$ cat src/s3964r_pkg.sv
// types, constants and codes shared by the 3964R frame receiver
// no dependencies; imported by the interfaces, the step logic and the top level
`default_nettype none

package s3964r_pkg;

  // frame length limit and derived counter width
  localparam int unsigned MaxFrame = 512;
  localparam int unsigned CountW   = $clog2(MaxFrame + 1);
  localparam int unsigned TimerW   = 16;

  localparam logic [CountW-1:0] MaxFrameCount = CountW'(MaxFrame);
  localparam logic [TimerW-1:0] TimeoutReset  = TimerW'(220);

  // line characters
  localparam logic [7:0] ChStx = 8'd2;
  localparam logic [7:0] ChEtx = 8'd3;
  localparam logic [7:0] ChDle = 8'd16;
  localparam logic [7:0] ChNak = 8'd21;

  typedef enum logic [1:0] {
    ACT_BYTE  = 2'd0,
    ACT_TICK  = 2'd1,
    ACT_ERROR = 2'd2
  } action_e;

  typedef enum logic [1:0] {
    PH_IDLE  = 2'd0,
    PH_FRAME = 2'd1,
    PH_CHECK = 2'd2
  } phase_e;

  typedef enum logic [2:0] {
    ST_OK       = 3'd0,
    ST_MISMATCH = 3'd1,
    ST_TIMEOUT  = 3'd2,
    ST_OVERFLOW = 3'd3,
    ST_LINE     = 3'd4
  } status_e;

  typedef struct packed {
    phase_e              phase;
    logic                last_dle;
    logic [7:0]          bcc;
    logic [CountW-1:0]   count;
    logic [TimerW-1:0]   timer;
  } state_t;

  typedef struct packed {
    logic       tx_valid;
    logic [7:0] tx_byte;
    logic       data_valid;
    logic [7:0] data_byte;
    logic       frame_end;
    logic [2:0] frame_status;
  } result_t;

endpackage

`default_nettype wire

$ cat src/s3964r_if.sv
// valid/ready channel interfaces of the 3964R frame receiver
// depends on s3964r_pkg for the timer width
`default_nettype none

interface s3964r_in_if;
  logic       valid;
  logic       ready;
  logic [1:0] action;
  logic [7:0] rx_byte;
  modport source (output valid, action, rx_byte, input ready);
  modport sink   (input valid, action, rx_byte, output ready);
endinterface

interface s3964r_out_if;
  logic       valid;
  logic       ready;
  logic       tx_valid;
  logic [7:0] tx_byte;
  logic       data_valid;
  logic [7:0] data_byte;
  logic       frame_end;
  logic [2:0] frame_status;
  modport source (output valid, tx_valid, tx_byte, data_valid, data_byte, frame_end,
                  frame_status, input ready);
  modport sink   (input valid, tx_valid, tx_byte, data_valid, data_byte, frame_end,
                  frame_status, output ready);
endinterface

interface s3964r_cfg_if;
  logic                          valid;
  logic                          ready;
  logic [s3964r_pkg::TimerW-1:0] char_timeout_ticks;
  modport source (output valid, char_timeout_ticks, input ready);
  modport sink   (input valid, char_timeout_ticks, output ready);
endinterface

`default_nettype wire

$ cat src/s3964r_step.sv
// next-state and result logic for one received event of the 3964R receiver
// depends on s3964r_pkg
`default_nettype none

module s3964r_step (
  input  s3964r_pkg::state_t                  state_i,
  input  logic [s3964r_pkg::TimerW-1:0]       timeout_i,
  input  logic [1:0]                          action_i,
  input  logic [7:0]                          rx_byte_i,
  output s3964r_pkg::state_t                  state_o,
  output s3964r_pkg::result_t                 result_o
);
  import s3964r_pkg::*;

  logic [TimerW-1:0] timer_inc;
  logic              dle_pair;

  assign timer_inc = (state_i.timer == '1) ? state_i.timer : state_i.timer + TimerW'(1);
  assign dle_pair  = state_i.last_dle && (rx_byte_i == ChDle);

  always_comb begin
    state_o  = state_i;
    result_o = '0;
    unique case (state_i.phase)
      PH_IDLE: begin
        if (action_i == ACT_BYTE) begin
          if (rx_byte_i == ChStx) begin
            result_o.tx_valid = 1'b1;
            result_o.tx_byte  = ChDle;
            state_o.phase     = PH_FRAME;
            state_o.last_dle  = 1'b0;
            state_o.bcc       = '0;
            state_o.count     = '0;
            state_o.timer     = '0;
          end else if (rx_byte_i != ChNak) begin
            result_o.tx_valid = 1'b1;
            result_o.tx_byte  = ChNak;
          end
        end else if (action_i == ACT_ERROR) begin
          result_o.tx_valid = 1'b1;
          result_o.tx_byte  = ChNak;
        end
      end
      PH_FRAME, PH_CHECK: begin
        case (action_i)
          ACT_TICK: begin
            state_o.timer = timer_inc;
            if (timer_inc >= timeout_i) begin
              result_o.frame_end    = 1'b1;
              result_o.frame_status = ST_TIMEOUT;
              state_o.phase         = PH_IDLE;
              state_o.last_dle      = 1'b0;
            end
          end
          ACT_ERROR: begin
            result_o.frame_end    = 1'b1;
            result_o.frame_status = ST_LINE;
            state_o.phase         = PH_IDLE;
            state_o.last_dle      = 1'b0;
          end
          ACT_BYTE: begin
            state_o.timer = '0;
            if (state_i.phase == PH_CHECK) begin
              // block check byte closes the frame
              result_o.frame_end = 1'b1;
              state_o.phase      = PH_IDLE;
              state_o.last_dle   = 1'b0;
              if (rx_byte_i == state_i.bcc) begin
                result_o.tx_valid     = 1'b1;
                result_o.tx_byte      = ChDle;
                result_o.frame_status = ST_OK;
              end else begin
                result_o.frame_status = ST_MISMATCH;
              end
            end else begin
              state_o.bcc = state_i.bcc ^ rx_byte_i;
              if (dle_pair) begin
                // stuffed dle dropped
                state_o.last_dle = 1'b0;
              end else if (state_i.count >= MaxFrameCount) begin
                result_o.frame_end    = 1'b1;
                result_o.frame_status = ST_OVERFLOW;
                state_o.phase         = PH_IDLE;
                state_o.last_dle      = 1'b0;
              end else begin
                state_o.count       = state_i.count + CountW'(1);
                result_o.data_valid = 1'b1;
                result_o.data_byte  = rx_byte_i;
                if (state_i.last_dle && (rx_byte_i == ChEtx)) begin
                  state_o.phase    = PH_CHECK;
                  state_o.last_dle = 1'b0;
                end else begin
                  state_o.last_dle = (rx_byte_i == ChDle);
                end
              end
            end
          end
          default: begin
            state_o = state_i;
          end
        endcase
      end
      default: begin
        state_o.phase = PH_IDLE;
      end
    endcase
  end

endmodule

`default_nettype wire

$ cat src/serial_3964r_frame_receiver.sv
// top level of the 3964R frame receiver: input register, step logic, result register
// depends on s3964r_pkg, s3964r_if.sv and s3964r_step
// an accepted request waits in the input register, passes s3964r_step and shows on out_o from the result register
// throughput: one request per cycle while out_o does not stall, as the state update in s3964r_step is combinational
// reset: phase idle, block check, count and timer zero, char_timeout_ticks 220, no result
`default_nettype none

module serial_3964r_frame_receiver (
  input  logic                clk_i,
  input  logic                rst_ni,
  s3964r_in_if.sink           in_i,
  s3964r_cfg_if.sink          cfg_i,
  s3964r_out_if.source        out_o
);
  import s3964r_pkg::*;

  // input register stage
  logic              in_v_q;
  logic [1:0]        act_q;
  logic [7:0]        byte_q;

  // protocol state and timeout register
  state_t            st_q, st_d;
  logic [TimerW-1:0] timeout_q;

  // result register stage
  logic              out_v_q;
  result_t           out_q, res_d;

  logic              advance;

  // the result register frees whenever it is empty or being drained
  assign advance     = !out_v_q || out_o.ready;
  // input register takes a new request while it is empty or its content moves forward
  assign in_i.ready  = !in_v_q || advance;
  assign cfg_i.ready = 1'b1;

  s3964r_step u_step (
    .state_i   (st_q),
    .timeout_i (timeout_q),
    .action_i  (act_q),
    .rx_byte_i (byte_q),
    .state_o   (st_d),
    .result_o  (res_d)
  );

  // input register
  always_ff @(posedge clk_i or negedge rst_ni) begin
    if (!rst_ni) begin
      in_v_q <= 1'b0;
    end else if (in_i.ready) begin
      in_v_q <= in_i.valid;
    end
  end

  always_ff @(posedge clk_i) begin
    if (in_i.ready && in_i.valid) begin
      act_q  <= in_i.action;
      byte_q <= in_i.rx_byte;
    end
  end

  // protocol state advances when the held request is processed
  always_ff @(posedge clk_i or negedge rst_ni) begin
    if (!rst_ni) begin
      st_q <= '{phase: PH_IDLE, last_dle: 1'b0, bcc: '0, count: '0, timer: '0};
    end else if (in_v_q && advance) begin
      st_q <= st_d;
    end
  end

  always_ff @(posedge clk_i or negedge rst_ni) begin
    if (!rst_ni) begin
      timeout_q <= TimeoutReset;
    end else if (cfg_i.valid) begin
      timeout_q <= cfg_i.char_timeout_ticks;
    end
  end

  // result register
  always_ff @(posedge clk_i or negedge rst_ni) begin
    if (!rst_ni) begin
      out_v_q <= 1'b0;
    end else if (advance) begin
      out_v_q <= in_v_q;
    end
  end

  always_ff @(posedge clk_i) begin
    if (in_v_q && advance) begin
      out_q <= res_d;
    end
  end

  assign out_o.valid        = out_v_q;
  assign out_o.tx_valid     = out_q.tx_valid;
  assign out_o.tx_byte      = out_q.tx_byte;
  assign out_o.data_valid   = out_q.data_valid;
  assign out_o.data_byte    = out_q.data_byte;
  assign out_o.frame_end    = out_q.frame_end;
  assign out_o.frame_status = out_q.frame_status;

  // a delivered data byte never coincides with the end of a frame
  a_data_not_end: assert property (@(posedge clk_i) disable iff (!rst_ni)
    out_v_q && out_q.data_valid |-> !out_q.frame_end)
    else $error("data byte delivered together with frame end");

  // an acknowledge at frame end is only sent for a good block check
  a_ack_ok: assert property (@(posedge clk_i) disable iff (!rst_ni)
    out_v_q && out_q.frame_end && out_q.tx_valid |-> out_q.frame_status == ST_OK)
    else $error("frame end acknowledged with bad status");

  // any processed request that ends a frame leaves the link idle
  a_end_idle: assert property (@(posedge clk_i) disable iff (!rst_ni)
    in_v_q && advance && res_d.frame_end |=> st_q.phase == PH_IDLE)
    else $error("frame end did not return to idle");

  // the dle flag is cleared whenever the link is idle
  a_idle_dle: assert property (@(posedge clk_i) disable iff (!rst_ni)
    st_q.phase == PH_IDLE |-> !st_q.last_dle)
    else $error("dle flag left set while idle");

  // stored byte count never passes the frame limit
  a_count_max: assert property (@(posedge clk_i) disable iff (!rst_ni)
    st_q.count <= MaxFrameCount)
    else $error("stored count beyond frame limit");

endmodule

`default_nettype wire

$ cat src/flat_wrapper.sv
// flat-port wrapper written by rule: the top's interface ports become plain ports
module serial_3964r_frame_receiver_flat import s3964r_pkg::*;
  (clk_i, rst_ni, in_i_valid, in_i_action, in_i_rx_byte, in_i_ready, cfg_i_valid, cfg_i_char_timeout_ticks, cfg_i_ready, out_o_valid, out_o_tx_valid, out_o_tx_byte, out_o_data_valid, out_o_data_byte, out_o_frame_end, out_o_frame_status, out_o_ready);
  s3964r_in_if in_i_i ();
  s3964r_cfg_if cfg_i_i ();
  s3964r_out_if out_o_i ();
  input  logic clk_i;
  input  logic rst_ni;
  input wire logic [$bits(in_i_i.valid)-1:0] in_i_valid;
  input wire logic [$bits(in_i_i.action)-1:0] in_i_action;
  input wire logic [$bits(in_i_i.rx_byte)-1:0] in_i_rx_byte;
  output wire logic [$bits(in_i_i.ready)-1:0] in_i_ready;
  input wire logic [$bits(cfg_i_i.valid)-1:0] cfg_i_valid;
  input wire logic [$bits(cfg_i_i.char_timeout_ticks)-1:0] cfg_i_char_timeout_ticks;
  output wire logic [$bits(cfg_i_i.ready)-1:0] cfg_i_ready;
  output wire logic [$bits(out_o_i.valid)-1:0] out_o_valid;
  output wire logic [$bits(out_o_i.tx_valid)-1:0] out_o_tx_valid;
  output wire logic [$bits(out_o_i.tx_byte)-1:0] out_o_tx_byte;
  output wire logic [$bits(out_o_i.data_valid)-1:0] out_o_data_valid;
  output wire logic [$bits(out_o_i.data_byte)-1:0] out_o_data_byte;
  output wire logic [$bits(out_o_i.frame_end)-1:0] out_o_frame_end;
  output wire logic [$bits(out_o_i.frame_status)-1:0] out_o_frame_status;
  input wire logic [$bits(out_o_i.ready)-1:0] out_o_ready;
  assign in_i_i.valid = in_i_valid;
  assign in_i_i.action = in_i_action;
  assign in_i_i.rx_byte = in_i_rx_byte;
  assign in_i_ready = in_i_i.ready;
  assign cfg_i_i.valid = cfg_i_valid;
  assign cfg_i_i.char_timeout_ticks = cfg_i_char_timeout_ticks;
  assign cfg_i_ready = cfg_i_i.ready;
  assign out_o_valid = out_o_i.valid;
  assign out_o_tx_valid = out_o_i.tx_valid;
  assign out_o_tx_byte = out_o_i.tx_byte;
  assign out_o_data_valid = out_o_i.data_valid;
  assign out_o_data_byte = out_o_i.data_byte;
  assign out_o_frame_end = out_o_i.frame_end;
  assign out_o_frame_status = out_o_i.frame_status;
  assign out_o_i.ready = out_o_ready;
  serial_3964r_frame_receiver u_core (.clk_i(clk_i), .rst_ni(rst_ni), .in_i(in_i_i), .cfg_i(cfg_i_i), .out_o(out_o_i));
endmodule
$ cat config.mk
export PLATFORM = sky130hd
export DESIGN_NAME = serial_3964r_frame_receiver_flat
export DESIGN_NICKNAME = d
export VERILOG_FILES = /design/src/s3964r_pkg.sv /design/src/s3964r_if.sv /design/src/s3964r_step.sv /design/src/serial_3964r_frame_receiver.sv /design/src/flat_wrapper.sv
export SDC_FILE = /design/constraint.sdc
export NUM_CORES = 1
export LEC_CHECK = 0
export BUFFER_PORTS_ARGS = -buffer_cell sky130_fd_sc_hd__buf_2
export CAP_MARGIN = 20
export CORE_ASPECT_RATIO = 0.6
export CORE_UTILIZATION = 58
export CTS_CLUSTER_DIAMETER = 60
export DETAILED_ROUTE_END_ITERATION = 10
export HOLD_SLACK_MARGIN = 0.06
export PLACE_DENSITY = 0.8
export SETUP_SLACK_MARGIN = 0.3
export SYNTH_ARGS = -nofsm -noshare
export SYNTH_HDL_FRONTEND = slang
export SYNTH_SLANG_ARGS = --single-unit
$ cat constraint.sdc
create_clock -name clk_i -period 4.85 [get_ports clk_i]
set_clock_uncertainty 0.2 [all_clocks]
set_input_delay 1.455 -clock clk_i [delete_from_list [all_inputs] [get_ports clk_i]]
set_output_delay 1.455 -clock clk_i [all_outputs]
set_load 0.03 [all_outputs]
# Yosys cells after proc, flatten, opt, wreduce, memory -nomap -nowiden
# Index checks and enable logic that the tools add are counted.
# op_classes
n_addsub,2
order_cmp,2
eq_ne,21
mux,34
bitwise_logic,3
n_reduce_logical,19
# ops
op,count
37-bit two-way mux,2
9-bit two-way mux,8
35-bit one-hot mux with 2 select lines,1
18-bit two-way mux,3
16-bit one-hot mux with 2 select lines,1
10-bit two-way mux,2
9-bit one-hot mux with 2 select lines,1
"16-bit by 1-bit adder with 16-bit output, second input constant",1
"16-bit equality test, second input constant",1
"8-bit by 2-bit equality test with 1-bit output, second input constant",2
16-bit >= comparator,1
16-bit two-way mux,1
13-bit two-way mux,1
4-bit two-way mux,3
"2-bit != test, second input constant",6
4-bit one-hot mux with 3 select lines,1
6-bit AND reduction,2
"10-bit by 1-bit adder with 10-bit output, second input constant",1
"10-bit >= comparator, second input constant",1
3-bit two-way mux,3
3-bit one-hot mux with 3 select lines,1
"8-bit by 5-bit equality test with 1-bit output, second input constant",1
8-bit equality test,1
"8-bit by 5-bit != test with 1-bit output, second input constant",1
other kinds (23),35
# word_totals
register_bits,87
inputBits,31
out_inout_bits,25
elab_cells,97

# Logic depth before layout (Yosys ltp)
# depth
word_depth,8
depth_mapped,14

# By module
# Synthesis repeated with hierarchy kept, for this count alone.
# hier_totals
hier_cells,529
area_unflattened_um2,5481.5
# modules_own_cells
mod,n_inst,cells_per_inst,area_each_um2,seq_area_each_um2
serial_3964r_frame_receiver,1,155,3121.7,2343.5
s3964r_step,1,374,2359.8,0.0

# Worst setup path before layout
# Ideal clock, no wire load.
# synth_timing
path_type,register to register
start,register u_core.st_q[7] (netlist name)
end,register u_core.st_q[35] (netlist name)
setup_time_ps,125
t_arrival_ps,3339
required_ps,4525
setup_slack_ps,1186
path_stages_with_launch,14
path_cell_list,dfrtp_1 > clkbuf_1 > nand4_1 > nor3_1 > nand2_1 > clkbuf_1 > xnor2_1 > ha_1 > nand2b_1 > a2111o_1 > a32oi_1 > a21oi_1 > o211ai_1 > mux2_2
# synth_via
elab_chain_len,5
# synth_rtl
element,line,rtl
"start, declared",serial_3964r_frame_receiver.sv:23,"state_t st_q, st_d;"
"start signal, assigned",serial_3964r_frame_receiver.sv:66,"st_q <= '{phase: PH_IDLE, last_dle: 1'b0, bcc: '0, count: '0, timer: '0};"
"start signal, assigned",serial_3964r_frame_receiver.sv:68,st_q <= st_d;
16-bit by 1-bit adder with 16-bit output / 16-bit equality test (equally long branches),s3964r_step.sv:18,assign timer_inc = (state_i.timer == '1) ? state_i.timer : state_i.timer + TimerW'(1);
16-bit two-way mux (*),s3964r_step.sv:18,
16-bit >= comparator (*),s3964r_step.sv:48,if (timer_inc >= timeout_i) begin
3-bit != test (no line) (*),--,
7-bit AND reduction (no line) (*),--,
# Mark *: on every way between the ends. The rest lies on a longest branch, timed or not.
# A chain may end at the register's enable or synchronous reset.

# Final worst setup path
# layout_timing
start,register u_core.st_q[7] (netlist name)
end,register u_core.st_q[36] (netlist name)
# Same word-level chain as after synthesis.

==> reports/qor.yml <==
route:
  route.met2.wl_um: 4208
  met3_length_um: 861
  ant_nets: 0
  routed_wl_um: 9975
  vias: 3525
  vias_per_cell: 5.817
  highest_layer: "met4"
  drt_iter0_drc: 363
  dr.pass1.iters: 6
  wl_met1_um: 4731
  drc: 0
  wl_per_cell_um: 16.46
timing:
  fin_crit_sh: 0.8578
  slew_headroom: 0.3902
  worst_pin_slew_ps: 911.3
  timing.final.max_slew_violations: 0
  post-route-min-period_ps: 4161
  rsz0062_at_grt: "false"
  finalSetupViolations: 0
  hold_viol_final: 0
  max_freq_ghz: 0.2404
  tns_ps: 0
floorplanning:
  die-width_um: 115.3
  ioPinCount: 56
  fp-row-count: 24
  core_area_sq_um: 7357
  dieArea_sq_um: 8074
  die_h_um: 70.01
  initial_core_util: 0.6077
critical_path:
  crit_path_start_kind: "flip-flop"
  crit_chain: "nand4_1 > nor3_1 > nand2_1 > xnor2_1 > ha_1 > nand2b_1 > a2111o_1 > a32oi_1 > a21oi_1 > o211ai_1 > mux2_2"
  path_max_fanout: 13
  cp.required_ps: 4880
  critPathSlowestCell: "nor3_1"
  critPathBufInv: 0
  crit_path_end_kind: "flip-flop"
  crit_type: "flip-flop to flip-flop"
  cp.arrival_ps: 4190
  crit_family: "simple AND/OR/NAND/NOR gates"
  cp_slowest_stage_delay_ps: 510
synth:
  synth_top_area_frac: 0.2799
  syn_area_per_cell_sq_um: 9.782
  synth_most_common_cell: "nand2_1"
  synth_cells: 457
  synth-warning-count: 0
  synth_edf_count: 25
  synthTopCellsByArea: "dfrtp_1 28%, edfxtp_1 17%, ha_1 6.7%, nand2_1 4.7%, o21ai_0 3.8%"
  ys_types: 51
  synth_top_cell_by_area: "dfrtp_1"
  async_flop_share: 0.6875
  synth_area_sq_um: 4471
  synth_ff_type: "dfrtp_1"
  yosysSeqAreaShare: 0.4772
  yosys-top-cells-count: "56 x nand2_1, 50 x dfrtp_1, 34 x o21ai_0"
  synth-seq-cells: 80
power:
  vdd_drop_max_v: 0.0002062
  swShare: 0.2666
  clkPwrFrac: 0.413
  finalPower_mw: 1.754
  internal-power_mw: 1.286
  p_sw_uw: 467.7
  comb_power_share: 0.144
  power_density_nw_per_um2: 346.5
  power.leakage_nw: 2.367
  power_frac_seq: 0.443
placed_design:
  portBuffers: 49
  dpl.hpwl_um: 7300
  place.gp.congestion: 0.9456
global_routing:
  grt.overflow.total: 0
  grt_pass1_vias: 3260
  grt_antenna_before_repair: 0
  grt_usage: 0.2712
  grt_pass1_wl_um: 16460
  grt_max_degree: 35
hold_path:
  hold_class: "flip-flop to flip-flop"
clock_tree:
  clk_pin_slew_worst_paths_ps: 60
  cts_buffer_depth: 2
  post_cts_buffers: 0
  cts_tree: "built"
  root_buffer: "clkbuf_16"
  cts_resized: 0
  insertion_delay_ps: 350
  numClockSinks: 80
  h-tree-depth: 3
  postCtsHoldBufs: 0
  cts_made_buffers: 9
cells_and_area:
  n_antenna_cell: 0
  area_growth_pct: 13.24
  fin_nets: 552
  drive_gt1_frac: 0.1633
run_status:
  outcome: "finished, final reports clean"
job:
  drv_cap: 0
==> per-stage QoR <==
stage / hold WS [ps] / std cells / instance area, sq um / utilization / setup WS, ps
floorplan: 270.7 / 461 / 4486 / - / 1186
global placement: 301.2 / 590 / 4747 / 0.6452 / 1059
detailed placement: 303.4 / 590 / 4747 / 0.6452 / 792.9
CTS: 310.8 / 606 / 5062 / 0.6881 / 747.1
global route: 347.6 / 606 / 5062 / 0.6881 / 338.7
finish: 307.0 / 606 / 5062 / 0.6881 / 689.5
==> power by group through the flow <==
stage | Sequential (mW) | Clock [mW] | Combinational (mW)
floorplan | 0.800 | 0 | 0.161
global placement | 0.787 | 0 | 0.240
detailed placement | 0.788 | 0 | 0.249
CTS | 0.776 | 0.733 | 0.250
global route | 0.783 | 0.757 | 0.278
finish | 0.778 | 0.724 | 0.252
==> state kept, by name (all words and copies together), names as in the netlist <==
| signal | count |
|---|---|
| u_core.act_q | 2 |
| u_core.byte_q | 8 |
| u_core.in_v_q | 1 |
| u_core.out_o.data_byte | 8 |
| u_core.out_o.data_valid | 1 |
| u_core.out_o.frame_end | 1 |
| u_core.out_o.frame_status | 3 |
| u_core.out_o.tx_byte | 2 |
| u_core.out_o.valid | 1 |
| u_core.st_q | 37 |
| u_core.timeout_q | 16 |
==> cell families after synthesis <==
group,count (synthesis),share of synthesized area
adders and majority gates,24,0.06717
xor gates and xnor gates,24,0.04702
DFF,80,0.4772
AOI/OAI and AO/OA,103,0.1509
other,2,0.001680
and+or+nand+nor,164,0.1850
muxes,8,0.01959
buffers and inverters,52,0.05149
==> tightest hold or removal path: stages (launching register included) <==
cell	delay (ps)
dfstp_2	360
inv_1	60
o21ai_0	80
==> per-layer routing <==
metal | GRT usage | vias up
met4 | 0.08369 | 0
met3 | 0.06858 | 18
met5 | 0 | -
li1 | - | 1686
met1 | 0.4130 | 1669
met2 | 0.3759 | 152
==> area by class of cell <==
type	instances	area (sq um)
Tap cell	104	130.1
Clock buffer	12	246.5
Inverter	25	93.84
Sequential cell	80	2133
Multi-Input combinational cell	329	2122
Timing Repair Buffer	52	267.8
Fill cell	545	2295
Clock inverter	4	68.82
==> layout by cell type, fill, tap and decap left out, drive strengths merged, types with 3 or more instances in the layout <==
master	n
nand3	11
nor2	24
nand2	56
buf	52
ha	24
o31ai	8
nor2b	3
a21oi	25
edfxtp	25
nor4	3
dfrtp	50
a22o	11
conb	6
or3	3
dfstp	5
a21o	8
clkbuf	12
nand2b	7
inv	25
and2	9
mux2	6
nor3	17
o21ai	34
xor2	10
nand4	13
and3	7
xnor2	14
==> worst paths after layout <==
| check | start | to | slack (ps) | cells past startpoint |
|---|---|---|---|---|
| max reg2reg | u_core.st_q[7] | u_core.st_q[36] | 690 | 11 |
| min reg2reg | u_core.timeout_q[4] | u_core.timeout_q[4] | 310 | 2 |
| max in group asynchronous | rst_ni | u_core.st_q[26] | 2690 | 2 |
| min in group asynchronous | rst_ni | u_core.st_q[24] | 980 | 1 |
| max | u_core.st_q[7] | u_core.st_q[36] | 690 | 11 |
| min | u_core.timeout_q[4] | u_core.timeout_q[4] | 310 | 2 |
Power figures use the tool's default switching activity.
